**src/sv/mlta_pkg.sv**
```systemverilog
// Shared types and constants for the MAC learning table with aging.
package mlta_pkg;

    // Field widths fixed by the item format
    localparam int unsigned MAC_W  = 48;
    localparam int unsigned PORT_W = 4;
    localparam int unsigned TIME_W = 32;

    // Default table depth
    localparam int unsigned TABLE_ENTRIES_DEF = 64;

    // Item kinds
    localparam logic KIND_LOOKUP = 1'b0;
    localparam logic KIND_LEARN  = 1'b1;

    // Configuration register map
    localparam int unsigned CFG_ADDR_W     = 3;
    localparam int unsigned CFG_DATA_W     = 32;
    localparam logic        REG_IDX_LIFETIME = 1'b0;
    localparam logic [TIME_W-1:0] LIFETIME_RESET = 32'd300;

    typedef struct packed {
        logic              kind;
        logic [MAC_W-1:0]  mac_address;
        logic [PORT_W-1:0] ingress_port;
        logic [TIME_W-1:0] now;
    } t_request;

    typedef struct packed {
        logic              hit;
        logic [PORT_W-1:0] egress_port;
        logic              learn_dropped;
    } t_result;

endpackage

```
**src/sv/mlta_cfg.sv**
```systemverilog
// APB-style configuration register block holding the entry lifetime.
module mlta_cfg (
    input  logic                                i_clk,
    input  logic                                i_rst_n,
    input  logic                                psel,
    input  logic                                penable,
    input  logic                                pwrite,
    input  logic [mlta_pkg::CFG_ADDR_W-1:0]     paddr,
    input  logic [mlta_pkg::CFG_DATA_W-1:0]     pwdata,
    output logic [mlta_pkg::CFG_DATA_W-1:0]     prdata,
    output logic                                pready,
    output logic [mlta_pkg::TIME_W-1:0]         o_lifetime
);

    logic [mlta_pkg::TIME_W-1:0] r_lifetime;
    logic                        sel_lifetime;

    // Decode the register index from the byte address
    assign sel_lifetime = (paddr[mlta_pkg::CFG_ADDR_W-1:2] == mlta_pkg::REG_IDX_LIFETIME);
    assign pready       = 1'b1;

    // Write on the access phase of a transfer
    always_ff @(posedge i_clk) begin
        if (!i_rst_n) begin
            r_lifetime <= mlta_pkg::LIFETIME_RESET;
        end else if (psel && penable && pwrite && sel_lifetime) begin
            r_lifetime <= pwdata[mlta_pkg::TIME_W-1:0];
        end
    end

    // Read back; unmapped addresses return zero
    always_comb begin
        prdata = '0;
        if (sel_lifetime) begin
            prdata[mlta_pkg::TIME_W-1:0] = r_lifetime;
        end
    end

    assign o_lifetime = r_lifetime;

endmodule

```
**config.mk**
```make
export PLATFORM = sky130hd
export DESIGN_NAME = mlta_cfg
export DESIGN_NICKNAME = d
export VERILOG_FILES = /design/src/sv/mlta_pkg.sv /design/src/sv/mlta_cfg.sv
export SDC_FILE = /design/constraint.sdc
export NUM_CORES = 1
export LEC_CHECK = 0
export BUFFER_PORTS_ARGS = -buffer_cell sky130_fd_sc_hd__buf_2
export CAP_MARGIN = 30
export CELL_PAD_IN_SITES_DETAIL_PLACEMENT = 0
export CELL_PAD_IN_SITES_GLOBAL_PLACEMENT = 1
export CORE_ASPECT_RATIO = 0.6
export CORE_MARGIN = 4
export CORE_UTILIZATION = 30
export CTS_CLUSTER_SIZE = 14
export DETAILED_ROUTE_END_ITERATION = 6
export GPL_TIMING_DRIVEN = 0
export PLACE_DENSITY_LB_ADDON = 0.1
export SLEW_MARGIN = 20
export SYNTH_ARGS = -nofsm -noshare
export SYNTH_HDL_FRONTEND = slang
export SYNTH_SLANG_ARGS = --single-unit
```
**constraint.sdc**
```tcl
create_clock -name i_clk -period 2.49 [get_ports i_clk]
set_clock_uncertainty 0.2 [all_clocks]
set_input_delay 0.498 -clock i_clk [delete_from_list [all_inputs] [get_ports i_clk]]
set_output_delay 0.498 -clock i_clk [all_outputs]
set_load 0.01 [all_outputs]
```
==> impl_results.md, run 1 <==
- Status: complete, no violations
- Worst VDD drop: 0.272 mV
- F_max: 502 MHz
- Cell Area, Synth: 0.00156 mm2
- Worst min path class: in -> reg
- CTS Buffer Depth: 2
- Synthesis-to-finish area growth: 41.6%
- Synth top area cells: dfxtp_1 (41%), mux2i_1 (21%), nor2b_1 (15%)
- Mapped Cells: 177
- 1st-pass router iterations: 4
- Most used cell, CP: buf_2
- Final #Nets: 324
- Initial Utilization: 0.326
- RSZ-0062 raised after global routing: no
- Count of cell types in the netlist: 12
- Die Ht: 63.8 um
- Clk sink count: 32
- Leading cell types in the layout, fill and taps excluded: buf_2 (101), nand2_1 (56), nor2b_1 (38), mux2i_1 (32), dfxtp_1 (32)
- Postcts setup bufs: 0
- PD cells: 462 mW/mm2
- CP Cell Sequence: buf_2 > clkbuf_1 > nor2b_1 > buf_2
- Hpwl dp: 3350 um
- Ant. Diodes: 0
- Final instance area: 0.00221 mm2
- Synth top area share: 0.411
- CTS tree: done
- Post-route minimum period: 1.99 ns
- Via count: 1,459
- Slowest CP cell: clkbuf_1
- CTS clk-pin slew, worst paths: 0.06 ns
- Largest area contributor in the netlist: dfxtp_1
- Final Hold Viols: 0
- Synth Warn #: 0
- Share of cells above drive strength 1: 0.401
- Total grt overflow: 0
- Required @ worst endpoint: 1.79 ns
- Yosys reg bits: 32
- DRC: 0
- Final cell count without fillers: 345
- FP Rows: 19
- Hold Path Depth: 3
- Detail Route Antenna Nets: 0
- P_leak: 1.08 nW
- Vias in the first global route: 1,397
- IO buf count: 100
- CTS buffer count: 5
- First-pass GRT wire length: 7040 um
- Syn Area/Cell: 8.80 um2
- Post_cts resized: 0
- Die W: 101 um
- Pins Over Slew Limit: 0
- GPL Wtd Cong: 0.679
- Iter 0 DRT Violations: 25
- TNS Setup: 0 ns
- CORE AREA: 0.00478 mm2
- Worst EP arrival: 1.29 ns
- Max FO, Critical Path: 10
- Count of final setup violators: 0
- Root Driver: clkbuf_8
- Max_cap viols: 0
- Max reg flops: 32
- Fin crit share: 0.799
- Critical Path Sink Type: primary output
- Worst-Skew Late Latency: 0.27 ns
- Via-per-instance ratio: 4.23
- Register-to-Register Path Depth: 2
- Post-Route WL: 4350 um
- # H-tree levels: 2
- I/O pin count: 105
- DP Area: 0.00214 mm2
- Cts hold-fix bufs: 0
- All-Layer GR Usage: 0.136
- Initial antenna violation count: 0
- WL/cell: 12.6 um
- Sequential-to-total area share from yosys stat: 0.411
- Crit Path Category: in -> out
- Commonest non-fill, non-tap cell in the layout: buf_2
- Largest net degree at the start of global routing: 11
- Worst Setup Start Kind: input port
- Dpl cells: 340
- Crit-path max cell delay: 0.41 ns
- Mapped Nets: 217
- Die Area: 0.00645 mm2
-- worst max-delay path: cells and delay by family --
kind,cells,cell delay [ns]
buffers and inverters,3,0.70
AND/OR/NAND/NOR,1,0.09
-- Yosys cell counts --
library cell  count
dfxtp_1          32
buf_2             1
clkbuf_1          9
buf_12            3
buf_4             1
nor2b_1          38
and2b_2           2
mux2i_1          32
nand2_1          56
and4b_1           1
conb_1            1
buf_6             1
-- report_power, final --
group          internal, mW  switching (mW)  total [mW]
Sequential            0.523         0.00751       0.531
Combinational        0.0656          0.0716       0.137
Clock                 0.180           0.171       0.351
Total                 0.769           0.250        1.02
-- per-stage QoR --
stage | hold slack, ns | power, mW | setup WS (ns) | util
final | 0.265 | 1.02 | 0.500 | 0.462
after global routing | 0.253 | 1.08 | 0.353 | 0.462
after CTS | 0.259 | 1.03 | 0.461 | 0.462
after detailed placement | 0.263 | 0.682 | 0.464 | 0.447
after global placement | 0.254 | 0.682 | 0.464 | 0.447
after floorplan | 0.287 | 0.617 | 0.910 | -
-- final timing paths --
kind                  start             end  slack (ns)
max                paddr[2]      prdata[20]        0.50
min              pwdata[22]  o_lifetime[22]        0.27
max reg2reg  o_lifetime[13]  o_lifetime[13]        1.67
min reg2reg  o_lifetime[22]  o_lifetime[22]        0.27
-- cell families after synthesis --
kind of cell           Yosys count  share of synthesized area
other                            1                    0.00241
multiplexers                    32                      0.206
AND/OR/NAND/NOR                 97                      0.305
buffers and inverters           15                     0.0755
flip-flops                      32                      0.411
-- area by class of cell --
| cell class | instances | area (um2) |
|---|---|---|
| fill | 502 | 2570 |
| multi-input combinational | 130 | 800 |
| sequential | 32 | 641 |
| timing repair buffer | 100 | 500 |
| buffer | 15 | 118 |
| tap | 63 | 78.8 |
| clock buffer | 5 | 68.8 |
-- per-layer routing --
layer,vias to the layer above,wire length [um],GRT usage
met1,636,2180,0.189
met5,-,0,0
met3,2,349,0.0424
met4,0,33,0.0398
li1,767,-,-
met2,54,1780,0.203
Power figures use the tool's default switching activity.
==> run 2, diff against run 1 <==
- CORE_UTILIZATION: 30 -> 28
- clock period: 2.49 -> 2 ns (I/O delays scaled with it)
==> impl_results.md, run 2 (synthesis results as in run 1) <==
- Status: complete, no violations
- GRT met3 Usage: 0.0546 (+0.0122)
- # H-tree levels: 2 (unchanged)
- Share of cells above drive strength 1: 0.400 (-0.000709)
- Cts hold-fix bufs: 0 (unchanged)
- 1st-pass router iterations: 4 (unchanged)
- RSZ-0062 raised after global routing: no
- CORE AREA: 0.00523 mm2 (+9.5%)
- Largest net degree at the start of global routing: 11 (unchanged)
- Via-per-instance ratio: 4.17 (-1.3%)
- F_max: 562 MHz
- Max_cap viols: 0 (unchanged)
- Vias in the first global route: 1,493 (+6.9%)
- Beginning of the worst hold path: pwdata[16]
- Hold Path Depth: 3 (unchanged)
- I/O pin count: 105 (unchanged)
- Die Area: 0.00686 mm2 (+6.4%)
- Worst-Skew Late Latency: 0.28 ns (about the same)
- All-Layer GR Usage: 0.135 (-0.000984)
- Post_cts resized: 0 (unchanged)
- RR Endpoint: o_lifetime[21]
- Final cell count without fillers: 351 (+1.7%)
- FP Rows: 20 (+1)
- Max reg flops: 32 (unchanged)
- Initial antenna violation count: 0 (unchanged)
- Detail Route Antenna Nets: 0 (unchanged)
- Reg2Reg Launch Point: o_lifetime[21]
- Final #Nets: 324 (unchanged)
- CP Cell Sequence: buf_2 > clkbuf_1 > nor2b_1 > buf_2
- Worst min path class: in -> reg
- GR Util met2: 0.215 (+0.0122)
- Hold Path End: o_lifetime[16]
- Total grt overflow: 0 (unchanged)
- Reg2Reg Setup Slack: 1.17 ns (-0.50 ns)
- Root Driver: clkbuf_8
- CTS Buffer Depth: 2 (unchanged)
- Pins Over Slew Limit: 0 (unchanged)
- CTS tree: done
- P_leak: 1.09 nW (+0.89%)
- Hpwl dp: 3500 um (+4.2%)
- Synthesis-to-finish area growth: 43.2%
- Most used cell, CP: buf_2
- Crit Path Category: in -> out
- DRC: 0 (unchanged)
- WL/cell: 12.8 um (+1.3%)
- Die Ht: 65.8 um (+3.1%)
- Met1 global-route usage: 0.171 (-0.0182)
- PD cells: 601 mW/mm2 (+30%)
- Slowest CP cell: clkbuf_1
- Worst VDD drop: 0.212 mV (-22%)
- Final Hold Viols: 0 (unchanged)
- Dpl cells: 343 (+0.88%)
- Fin crit share: 0.890
- Ant. Diodes: 0 (unchanged)
- CTS buffer count: 5 (unchanged)
- Initial Utilization: 0.298 (-0.0282)
- Max FO, Critical Path: 10 (unchanged)
- Most crowded layer after global routing: met2
- Register area: 641 um2 (unchanged)
- Crit-path max cell delay: 0.39 ns (-0.02 ns)
- Clk sink count: 32 (unchanged)
- Postcts setup bufs: 0 (unchanged)
- Post-Route WL: 4480 um (+3.0%)
- Count of final setup violators: 0 (unchanged)
- Required @ worst endpoint: 1.40 ns (-0.39 ns)
- Multi-input combinational cell area: 800 um2 (unchanged)
- Die W: 104 um (+3.2%)
- Register-to-Register Path Depth: 2 (unchanged)
- FILL cells: 523 (+4.2%)
- Critical Path Sink Type: primary output
- First-pass GRT wire length: 7460 um (+5.9%)
- CTS clk-pin slew, worst paths: 0.06 ns (about the same)
- Post-route minimum period: 1.78 ns
- TNS Setup: 0 ns (unchanged)
- Commonest non-fill, non-tap cell in the layout: buf_2
- Iter 0 DRT Violations: 24 (-4.0%)
- Worst EP arrival: 1.18 ns (-0.11 ns)
- Leading cell types in the layout, fill and taps excluded: buf_2 (101), nand2_1 (56), nor2b_1 (38), mux2i_1 (32), dfxtp_1 (32)
- Via count: 1,465 (+0.41%)
- GPL Wtd Cong: 0.690 (+1.7%)
- IO buf count: 100 (unchanged)
- Worst Setup Start Kind: input port
## run 2: cell count changes in the layout (fill, tap and decap cells not counted)
cell | before | now
clkbuf_8 | 5 | 6
clkbuf_1 | 9 | 11
## run 2: worst max path at each step
stage                  start         end  cells past startpoint
detailed placement  paddr[2]  prdata[10]                      4
finish              paddr[2]  prdata[26]                      4
global placement    paddr[2]  prdata[20]                      4
global route        paddr[2]  prdata[26]                      4
CTS                 paddr[2]  prdata[10]                      4
floorplan           paddr[2]   prdata[0]                      2
## run 2: area by class of cell
class	instances	share of cell area
Buffer	15	0.0527
Clock buffer	8	0.0404
Tap cell	66	0.0370
Multi-Input combinational cell	130	0.358
Sequential cell	32	0.287
Timing Repair Buffer	100	0.224
## run 2: power breakdown
part	switching (mW)	internal [mW]
Clock	0.229	0.281
Combinational	0.0895	0.0816
Sequential	0.00920	0.652
## run 2: stage by stage
stage | setup WS (ns) | power, mW | util | area, um2 | hold slack [ns]
floorplan | 0.616 | 0.768 | - | 1560 | 0.287
global placement | 0.181 | 0.850 | 0.409 | 2140 | 0.257
detailed placement | 0.171 | 0.850 | 0.409 | 2140 | 0.255
CTS | 0.165 | 1.37 | 0.427 | 2230 | 0.155
global route | 0.0473 | 1.42 | 0.427 | 2230 | 0.151
finish | 0.221 | 1.34 | 0.427 | 2230 | 0.162
## run 2: critical path, delay by kind of cell
family,cells,cell delay (ns)
simple gates,1,0.09
buf+inv,3,0.68
## run 2: routing by layer
layer,vias to the layer above,wire length (um)
li1,772,-
met1,641,2120
met2,48,1990
met3,4,330
met4,0,36
met5,-,0
